--- src/rtl/core/tbop_pkg.sv ---
// Package for the timer bank: sizes, request and result codes, payload types,
// state machine states and the flag-bank command/status structs.
// No dependencies.
package tbop_pkg;

    localparam int TIMERS    = 16;
    localparam int TIME_BITS = 16;

    localparam int IDX_W   = $clog2(TIMERS);
    localparam int CNT_W   = $clog2(TIMERS + 1);
    localparam int TYPE_W  = 3;
    localparam int DUR_W   = 16;
    localparam int SLOT_W  = 4;
    localparam int NEXT_W  = 16;
    localparam int ENTRY_W = 2 * TIME_BITS;

    localparam logic [TYPE_W-1:0] REQ_ADD_ONE = 3'd0;
    localparam logic [TYPE_W-1:0] REQ_ADD_PER = 3'd1;
    localparam logic [TYPE_W-1:0] REQ_DESTROY = 3'd2;
    localparam logic [TYPE_W-1:0] REQ_QUERY   = 3'd3;
    localparam logic [TYPE_W-1:0] REQ_TICK    = 3'd4;

    localparam logic [TYPE_W-1:0] KIND_ADD     = 3'd0;
    localparam logic [TYPE_W-1:0] KIND_DESTROY = 3'd1;
    localparam logic [TYPE_W-1:0] KIND_FIRE    = 3'd2;
    localparam logic [TYPE_W-1:0] KIND_NEXT    = 3'd3;
    localparam logic [TYPE_W-1:0] KIND_TICK    = 3'd4;

    typedef struct packed {
        logic [TYPE_W-1:0] req_type;
        logic [DUR_W-1:0]  duration_ms;
        logic [SLOT_W-1:0] handle;
    } t_req;

    typedef struct packed {
        logic [TYPE_W-1:0] kind;
        logic [SLOT_W-1:0] slot;
        logic              ok;
        logic [NEXT_W-1:0] next_ms;
        logic              loop_expired;
        logic              last;
    } t_res;

    typedef enum logic [1:0] {
        S_IDLE,
        S_QRUN,
        S_TRUN
    } t_state;

    typedef struct packed {
        logic             set;
        logic             clr;
        logic             periodic;
        logic [IDX_W-1:0] idx;
    } t_flag_cmd;

    typedef struct packed {
        logic [TIMERS-1:0] active;
        logic [TIMERS-1:0] periodic;
        logic              free_found;
        logic [IDX_W-1:0]  free_idx;
    } t_flag_stat;

    function automatic logic [TIME_BITS-1:0] clamp_time(input logic [DUR_W-1:0] d);
        logic [DUR_W-1:0] hi;
        hi = d >> TIME_BITS;
        if (hi != '0) return '1;
        return TIME_BITS'(d);
    endfunction

    function automatic logic [NEXT_W-1:0] sat_next(input logic [TIME_BITS-1:0] t);
        logic [TIME_BITS-1:0] hi;
        hi = t >> NEXT_W;
        if (hi != '0) return '1;
        return NEXT_W'(t);
    endfunction

endpackage

--- src/rtl/core/tbop_ram.sv ---
// Generic single-port-write, single-port-read RAM with registered read data.
// Read data holds while read enable is low. No dependencies.
module tbop_ram #(
    parameter int WIDTH = 32,
    parameter int DEPTH = 16
) (
    input  logic                     i_clk,
    input  logic                     i_we,
    input  logic [$clog2(DEPTH)-1:0] i_waddr,
    input  logic [WIDTH-1:0]         i_wdata,
    input  logic                     i_re,
    input  logic [$clog2(DEPTH)-1:0] i_raddr,
    output logic [WIDTH-1:0]         o_rdata
);

    logic [WIDTH-1:0] r_mem [DEPTH];
    logic [WIDTH-1:0] r_rdata;

    always_ff @(posedge i_clk) begin
        if (i_we) begin
            r_mem[i_waddr] <= i_wdata;
        end
        if (i_re) begin
            r_rdata <= r_mem[i_raddr];
        end
    end

    assign o_rdata = r_rdata;

endmodule

--- src/rtl/core/tbop_slot_flags.sv ---
// Per-slot active and periodic flags in flip-flops, plus the lowest-free-slot
// encoder used by add requests. Depends on tbop_pkg.
module tbop_slot_flags
    import tbop_pkg::*;
(
    input  logic       i_clk,
    input  logic       i_rst_n,
    input  t_flag_cmd  i_cmd,
    output t_flag_stat o_stat
);

    logic [TIMERS-1:0] r_active;
    logic [TIMERS-1:0] r_periodic;
    logic              free_found;
    logic [IDX_W-1:0]  free_idx;

    always_ff @(posedge i_clk) begin
        if (!i_rst_n) begin
            r_active   <= '0;
            r_periodic <= '0;
        end else if (i_cmd.set) begin
            r_active[i_cmd.idx]   <= 1'b1;
            r_periodic[i_cmd.idx] <= i_cmd.periodic;
        end else if (i_cmd.clr) begin
            r_active[i_cmd.idx]   <= 1'b0;
            r_periodic[i_cmd.idx] <= 1'b0;
        end
    end

    // lowest index wins: walk from the top so the last hit is the lowest
    always_comb begin
        free_found = 1'b0;
        free_idx   = '0;
        for (int i = TIMERS - 1; i >= 0; i--) begin
            if (!r_active[i]) begin
                free_found = 1'b1;
                free_idx   = IDX_W'(i);
            end
        end
    end

    assign o_stat.active     = r_active;
    assign o_stat.periodic   = r_periodic;
    assign o_stat.free_found = free_found;
    assign o_stat.free_idx   = free_idx;

endmodule

--- src/rtl/core/timer_bank_oneshot_periodic_unit.sv ---
// Timer bank top level: request sequencer, slot scan, deadline counter and
// result register. Depends on tbop_pkg, tbop_ram and tbop_slot_flags.
//
// A bank of TIMERS one-shot or periodic millisecond timers. Add and destroy
// requests each give one result. Query and tick requests scan every slot
// through the single read port of the count memory, one slot per cycle,
// except that a tick scan holds while the result side stalls a fire result.
// A tick gives one fire result per expiring slot in ascending slot order and
// then a tick-done result; every other request gives one result, marked
// last. Request codes 5 to 7 are dropped without a result. Input transfers
// are taken only while the sequencer is idle and the result register can
// take a new result. The count memory needs no clearing pass: only slots
// written by an add are used.
module timer_bank_oneshot_periodic_unit
    import tbop_pkg::*;
(
    input  logic i_clk,
    input  logic i_rst_n,
    input  logic i_in_valid,
    output logic o_in_stall,
    input  t_req i_in_item,
    output logic o_out_valid,
    input  logic i_out_stall,
    output t_res o_out_item
);

    t_state r_state, n_state;
    logic [CNT_W-1:0]     r_rd_cnt, n_rd_cnt;
    logic                 r_up_vld, n_up_vld;
    logic [IDX_W-1:0]     r_up_idx, n_up_idx;
    logic                 r_any, n_any;
    logic [TIME_BITS-1:0] r_least, n_least;
    logic                 r_loop_armed, n_loop_armed;
    logic [TIME_BITS-1:0] r_loop_rem, n_loop_rem;
    logic                 r_out_vld;
    t_res                 r_out, n_out;
    logic                 out_load;

    t_flag_cmd  flag_cmd;
    t_flag_stat flag_stat;

    logic               ram_we;
    logic [IDX_W-1:0]   ram_waddr;
    logic [ENTRY_W-1:0] ram_wdata;
    logic               ram_re;
    logic [IDX_W-1:0]   ram_raddr;
    logic [ENTRY_W-1:0] ram_rdata;

    logic [TIME_BITS-1:0] rd_period;
    logic [TIME_BITS-1:0] rd_rem;
    logic [TIME_BITS-1:0] dur_c;
    logic [TIME_BITS-1:0] loop_dec;
    logic out_free, in_acc, scan_rd, up_act, up_fire, hold, h_ok;

    tbop_slot_flags u_flags (
        .i_clk   (i_clk),
        .i_rst_n (i_rst_n),
        .i_cmd   (flag_cmd),
        .o_stat  (flag_stat)
    );

    // entry layout: period in the upper half, remaining count in the lower
    tbop_ram #(
        .WIDTH (ENTRY_W),
        .DEPTH (TIMERS)
    ) u_count_ram (
        .i_clk   (i_clk),
        .i_we    (ram_we),
        .i_waddr (ram_waddr),
        .i_wdata (ram_wdata),
        .i_re    (ram_re),
        .i_raddr (ram_raddr),
        .o_rdata (ram_rdata)
    );

    assign rd_period = ram_rdata[ENTRY_W-1:TIME_BITS];
    assign rd_rem    = ram_rdata[TIME_BITS-1:0];
    assign dur_c     = clamp_time(i_in_item.duration_ms);
    assign loop_dec  = (r_loop_armed && r_loop_rem != '0) ? r_loop_rem - 1'b1 : r_loop_rem;

    assign out_free   = !r_out_vld || !i_out_stall;
    assign o_in_stall = !(r_state == S_IDLE && out_free);
    assign in_acc     = i_in_valid && !o_in_stall;

    assign scan_rd = r_rd_cnt < CNT_W'(TIMERS);
    assign up_act  = r_up_vld && flag_stat.active[r_up_idx];
    assign up_fire = up_act && (rd_rem <= TIME_BITS'(1));
    assign hold    = up_fire && !out_free;
    assign h_ok    = (32'(i_in_item.handle) < TIMERS)
                     && flag_stat.active[IDX_W'(i_in_item.handle)];

    always_ff @(posedge i_clk) begin
        if (!i_rst_n) begin
            r_state      <= S_IDLE;
            r_rd_cnt     <= '0;
            r_up_vld     <= 1'b0;
            r_up_idx     <= '0;
            r_any        <= 1'b0;
            r_least      <= '0;
            r_loop_armed <= 1'b0;
            r_loop_rem   <= '0;
        end else begin
            r_state      <= n_state;
            r_rd_cnt     <= n_rd_cnt;
            r_up_vld     <= n_up_vld;
            r_up_idx     <= n_up_idx;
            r_any        <= n_any;
            r_least      <= n_least;
            r_loop_armed <= n_loop_armed;
            r_loop_rem   <= n_loop_rem;
        end
    end

    always_ff @(posedge i_clk) begin
        if (!i_rst_n) begin
            r_out_vld <= 1'b0;
        end else if (out_load) begin
            r_out_vld <= 1'b1;
        end else if (!i_out_stall) begin
            r_out_vld <= 1'b0;
        end
    end

    always_ff @(posedge i_clk) begin
        if (out_load) begin
            r_out <= n_out;
        end
    end

    always_comb begin
        n_state      = r_state;
        n_rd_cnt     = r_rd_cnt;
        n_up_vld     = r_up_vld;
        n_up_idx     = r_up_idx;
        n_any        = r_any;
        n_least      = r_least;
        n_loop_armed = r_loop_armed;
        n_loop_rem   = r_loop_rem;
        n_out        = '0;
        out_load     = 1'b0;
        flag_cmd     = '0;
        ram_we       = 1'b0;
        ram_waddr    = r_up_idx;
        ram_wdata    = {rd_period, rd_rem};
        ram_re       = 1'b0;
        ram_raddr    = r_rd_cnt[IDX_W-1:0];

        unique case (r_state)
            S_IDLE: begin
                if (in_acc) begin
                    unique case (i_in_item.req_type) inside
                        REQ_ADD_ONE, REQ_ADD_PER: begin
                            n_out.kind = KIND_ADD;
                            n_out.last = 1'b1;
                            out_load   = 1'b1;
                            if (i_in_item.duration_ms != '0 && flag_stat.free_found) begin
                                flag_cmd.set      = 1'b1;
                                flag_cmd.idx      = flag_stat.free_idx;
                                flag_cmd.periodic = (i_in_item.req_type == REQ_ADD_PER);
                                ram_we            = 1'b1;
                                ram_waddr         = flag_stat.free_idx;
                                ram_wdata         = {dur_c, dur_c};
                                n_out.ok          = 1'b1;
                                n_out.slot        = SLOT_W'(flag_stat.free_idx);
                            end
                        end
                        REQ_DESTROY: begin
                            n_out.kind = KIND_DESTROY;
                            n_out.slot = i_in_item.handle;
                            n_out.ok   = h_ok;
                            n_out.last = 1'b1;
                            out_load   = 1'b1;
                            if (h_ok) begin
                                flag_cmd.clr = 1'b1;
                                flag_cmd.idx = IDX_W'(i_in_item.handle);
                            end
                        end
                        REQ_QUERY: begin
                            n_loop_armed = (i_in_item.duration_ms != '0);
                            n_loop_rem   = (i_in_item.duration_ms != '0) ? dur_c : '0;
                            n_any        = (i_in_item.duration_ms != '0);
                            n_least      = (i_in_item.duration_ms != '0) ? dur_c : '0;
                            n_rd_cnt     = '0;
                            n_up_vld     = 1'b0;
                            n_state      = S_QRUN;
                        end
                        REQ_TICK: begin
                            n_rd_cnt = '0;
                            n_up_vld = 1'b0;
                            n_state  = S_TRUN;
                        end
                        default: begin
                        end
                    endcase
                end
            end

            S_QRUN: begin
                if (scan_rd) begin
                    ram_re   = 1'b1;
                    n_rd_cnt = r_rd_cnt + 1'b1;
                    n_up_vld = 1'b1;
                    n_up_idx = r_rd_cnt[IDX_W-1:0];
                end else begin
                    n_up_vld = 1'b0;
                end
                if (up_act && (!r_any || rd_rem < r_least)) begin
                    n_any   = 1'b1;
                    n_least = rd_rem;
                end
                if (!scan_rd && !r_up_vld && out_free) begin
                    n_out.kind    = KIND_NEXT;
                    n_out.ok      = r_any;
                    n_out.next_ms = r_any ? sat_next(r_least) : '0;
                    n_out.last    = 1'b1;
                    out_load      = 1'b1;
                    n_state       = S_IDLE;
                end
            end

            S_TRUN: begin
                // hold both stages while a fire result waits for room
                if (!hold) begin
                    if (scan_rd) begin
                        ram_re   = 1'b1;
                        n_rd_cnt = r_rd_cnt + 1'b1;
                        n_up_vld = 1'b1;
                        n_up_idx = r_rd_cnt[IDX_W-1:0];
                    end else begin
                        n_up_vld = 1'b0;
                    end
                    if (up_act) begin
                        ram_we = 1'b1;
                        if (up_fire) begin
                            n_out.kind = KIND_FIRE;
                            n_out.slot = SLOT_W'(r_up_idx);
                            n_out.ok   = 1'b1;
                            out_load   = 1'b1;
                            if (flag_stat.periodic[r_up_idx]) begin
                                ram_wdata = {rd_period, rd_period};
                            end else begin
                                ram_wdata    = {rd_period, {TIME_BITS{1'b0}}};
                                flag_cmd.clr = 1'b1;
                                flag_cmd.idx = r_up_idx;
                            end
                        end else begin
                            ram_wdata = {rd_period, rd_rem - 1'b1};
                        end
                    end
                end
                if (!scan_rd && !r_up_vld && out_free) begin
                    n_loop_rem         = loop_dec;
                    n_out.kind         = KIND_TICK;
                    n_out.ok           = 1'b1;
                    n_out.loop_expired = r_loop_armed && (loop_dec == '0);
                    n_out.last         = 1'b1;
                    out_load           = 1'b1;
                    n_state            = S_IDLE;
                end
            end

            default: begin
                n_state = S_IDLE;
            end
        endcase
    end

    assign o_out_valid = r_out_vld;
    assign o_out_item  = r_out;

`ifndef NO_ASSERTIONS
    a_load_room: assert property (@(posedge i_clk) disable iff (!i_rst_n)
        out_load |-> out_free)
        else $error("result loaded while result register is full and stalled");

    a_idle_no_update: assert property (@(posedge i_clk) disable iff (!i_rst_n)
        (r_state == S_IDLE) |-> !r_up_vld)
        else $error("scan update stage busy while idle");

    a_disarmed_zero: assert property (@(posedge i_clk) disable iff (!i_rst_n)
        !r_loop_armed |-> (r_loop_rem == '0))
        else $error("disarmed deadline holds a nonzero count");
`endif

endmodule
--- config.mk ---
export PLATFORM = sky130hd
export DESIGN_NAME = timer_bank_oneshot_periodic_unit
export DESIGN_NICKNAME = d
export VERILOG_FILES = /design/src/rtl/core/tbop_pkg.sv /design/src/rtl/core/tbop_ram.sv /design/src/rtl/core/tbop_slot_flags.sv /design/src/rtl/core/timer_bank_oneshot_periodic_unit.sv
export SDC_FILE = /design/constraint.sdc
export NUM_CORES = 1
export LEC_CHECK = 0
export ABC_AREA = 1
export BUFFER_PORTS_ARGS = -buffer_cell sky130_fd_sc_hd__buf_2
export CAP_MARGIN = 20
export CORE_UTILIZATION = 60
export CTS_CLUSTER_DIAMETER = 150
export CTS_CLUSTER_SIZE = 8
export DETAILED_ROUTE_END_ITERATION = 7
export HOLD_SLACK_MARGIN = 0.12
export PLACE_DENSITY = 0.77
export SETUP_SLACK_MARGIN = 0.4
export SYNTH_ARGS = -nofsm -noshare
export SYNTH_HDL_FRONTEND = slang
export SYNTH_HIERARCHICAL = 1
export SYNTH_SLANG_ARGS = --single-unit
--- constraint.sdc ---
create_clock -name i_clk -period 4.8 [get_ports i_clk]
set_input_delay 0.24 -clock i_clk [delete_from_list [all_inputs] [get_ports i_clk]]
set_output_delay 0.24 -clock i_clk [all_outputs]
set_load 0.005 [all_outputs]
==> flow_metrics.tcl <==
set metrics [dict create \
    area_delta_synth_final_pct 11.3 \
    grt_pass1_vias 22800 \
    critPathLaunchType "flop" \
    power.share.clock 0.339 \
    p_comb_frac 0.237 \
    postSynthAreaPerCell_um2 9.15 \
    synth_seq_cells 649 \
    yosys_warnings 6 \
    arrival_ps 4460 \
    relSlewSlack 0.235 \
    vias 24500 \
    max_freq_ghz 0.243 \
    p_sw_frac 0.329 \
    synth_edf_count 570 \
    path_clk_slew_ps 50 \
    fin_util 0.677 \
    synth_area_leaders "edfxtp_1 (55%), nand2_1 (12%), nand3_1 (8.0%), inv_1 (6.1%), dfxtp_1 (5.1%)" \
    setup_viol 0 \
    crit_chain "inv_1 > ha_1 > nand3_1 > buf_4 > inv_1 > nand2_1 > inv_1 > o22ai_1 > nand3_1 > nor2_4 > buf_12" \
    htreeDepth 3 \
    synth_ff_type "edfxtp_1" \
    track_usage 0.328 \
    status "completed" \
    startpoint "r_state[0]" \
    ys_async_sr_fraction 0 \
    die_x_um 230 \
    max-cap-violations 0 \
    numCtsBuffers 91 \
    cp.required_ps 5140 \
    stdcell_count 4173 \
    hpwlAfterDp_um 54400 \
    r2r_start "r_state[0]" \
    yosysMostFrequentCell "nand2_1" \
    dr.pass1.iters 8 \
    avgRoutedWirePerCell_um 20.8 \
    min_period_ps 4120 \
    drc 0 \
    cp_top_family "simple AND/OR/NAND/NOR gates" \
    cp_common_cell "inv_1" \
    worst_skew_pair.late_latency_ps 660 \
    overflow 0 \
    p_total_mw 17.1 \
    fin_crit_sh 0.858 \
    cts_tree "built" \
    finClkSkew_ps 29.0 \
    layout-drive-gt1-share 0.0770 \
    fin_nets 3519 \
    crit_slowest_cell "nor2_4" \
    post_cts_buffers 0 \
    core_um2 51300 \
    slew_violations 0 \
    cts_resized 0 \
    netlist_top_cells_count "nand2_1 (996), edfxtp_1 (570), inv_1 (503), nand3_1 (501), nor2_1 (180)" \
    drtAntennaViolNets 0 \
    yosys.area.top_type_share 0.549 \
    ys_seq_area_frac 0.600 \
    p_int_mw 11.5 \
    drtIter0Drc 3246 \
    stdcell_area_um2 34700 \
    crit_type "reg -> reg" \
    fill_cells 3833 \
    yosys.area.top_type "edfxtp_1" \
    end_kind "flop" \
    power_density_nw_per_um2 492 \
    power_frac_seq 0.424 \
    rsz0062_at_grt "false" \
    routed_wl_um 86900 \
    grt_max_degree 102 \
    num_rows 83 \
    dp.cells 4031 \
    hold_class "in -> reg" \
    initial_utilization 0.608 \
    netlist_area_um2 31200 \
    hold_violations 0 \
    syn_inst 3407 \
    grt_pass1_wl_um 132000 \
    holdBufCountCts 23 \
    netlist-cell-type-count 48 \
    port_buffers 54 \
    cts_root_buffer "clkbuf_16" \
    p_leak_nw 14.3 \
    num_io_pins 55 \
    clk_path_buf_depth 3 \
    slowest_delay_ps 610 \
    die_height_um 230 \
    crit_buf_inv 5 \
    worst_pin_slew_ps 1150 \
    gp_congestion 0.991 \
    p_sw_mw 5.61 \
    vdd_ir_drop_max_uv 286 \
    hold_path.startpoint "i_in_valid" \
    clock-sinks 649 \
    antenna_found_initial 2 \
    die_area_um2 52900 \
    fin_tns_setup_ps 0 \
    worst-path-max-fanout 21 \
    place_area_um2 31900 \
    reg2reg_slack_ps 680 \
    viasPerCell 5.87 \
    synth.net_count 3459 \
]
metrics by stage:
stage / setup slack [ps] / hold WS (ps)
floorplan: 1140 / 378
detailed placement: 850 / 455
global placement: 1020 / 450
CTS: 823 / 229
global route: 540 / 276
finish: 680 / 266
worst register-to-register path: stages (launching register included):
cell	delay (ps)
dfxtp_1	390
inv_1	110
ha_1	380
nand3_1	160
buf_4	240
inv_1	340
nand2_1	270
inv_1	140
o22ai_1	470
nand3_1	480
nor2_4	610
buf_12	250
registers in the layout, summed over array words and instances, names as in the netlist, named ones only:
name and cells:
u_count_ram/r_mem 512, u_count_ram/o_rdata 32, o_out_item 26, r_least 16, r_loop_rem 16, u_flags/r_periodic 16, r_rd_cnt 5, r_up_idx 4
r_state 2, o_out_valid 1, r_any 1, r_loop_armed 1, r_up_vld 1
final timing paths:
path / depth (start not counted) / to
worst max-delay path: 11 / u_count_ram/r_mem[14][12]
worst min register to register: 2 / u_flags/r_periodic[1]
worst min-delay path: 6 / r_loop_armed
worst max register to register: 11 / u_count_ram/r_mem[14][12]
kinds of logic after synthesis:
logic type | count (synthesis) | share of synthesized area
simple gates | 1742 | 0.238
buf+inv | 674 | 0.0949
xor+xnor | 24 | 0.00674
compound gates | 293 | 0.0510
fa+ha+maj | 25 | 0.0100
flops | 649 | 0.600
power groups by stage:
| stage | Combinational [mW] | Sequential (mW) | Clock, mW |
|---|---|---|---|
| finish | 4.06 | 7.24 | 5.79 |
| detailed placement | 3.92 | 7.33 | 0 |
| global route | 4.38 | 7.26 | 6.06 |
| global placement | 3.84 | 7.32 | 0 |
| floorplan | 2.62 | 7.22 | 0 |
| CTS | 3.96 | 7.23 | 5.84 |
cells in the final DEF, fill, tap and decap left out, types with 4 or more instances in the layout:
cell type,netlist,layout
o21ai_0,130,130
buf_4,16,41
ha_1,25,25
inv_1,503,502
nand3_1,501,501
nand3b_1,4,4
o22ai_1,5,5
nand4_1,20,20
buf_2,54,54
o211ai_1,14,14
a221oi_1,5,5
nor3_1,11,11
buf_12,2,8
edfxtp_1,570,570
nand2_2,6,6
dlygate4sd3_1,0,23
clkbuf_16,0,94
nor4_1,4,4
nor2_1,180,164
clkbuf_1,38,19
nand2_1,996,996
xor2_1,24,24
inv_2,7,7
a21oi_1,121,116
a21oi_2,4,8
dfxtp_1,79,75
nor2_4,4,20
nor2_2,5,5
routing by layer:
layer  wire, µm  GRT usage  up-vias
met5         11          0        -
met4       3060      0.127        2
met3      10400     0.0759      240
met2      39200      0.502     1559
met1      34200      0.457    11400
li1           -          -    11200
final cells by class:
class | instances | area, µm² | share of cell area
inverters | 514 | 1940 | 0.0558
diodes | 1 | 2.50 | 0.0000721
flip-flops and latches | 649 | 18700 | 0.539
clock buffers | 113 | 2420 | 0.0698
repair buffers | 127 | 996 | 0.0287
multi-input cells | 2084 | 9670 | 0.279
well taps | 680 | 851 | 0.0245
clock inverters | 5 | 115 | 0.00332
Power figures use the tool's default switching activity.
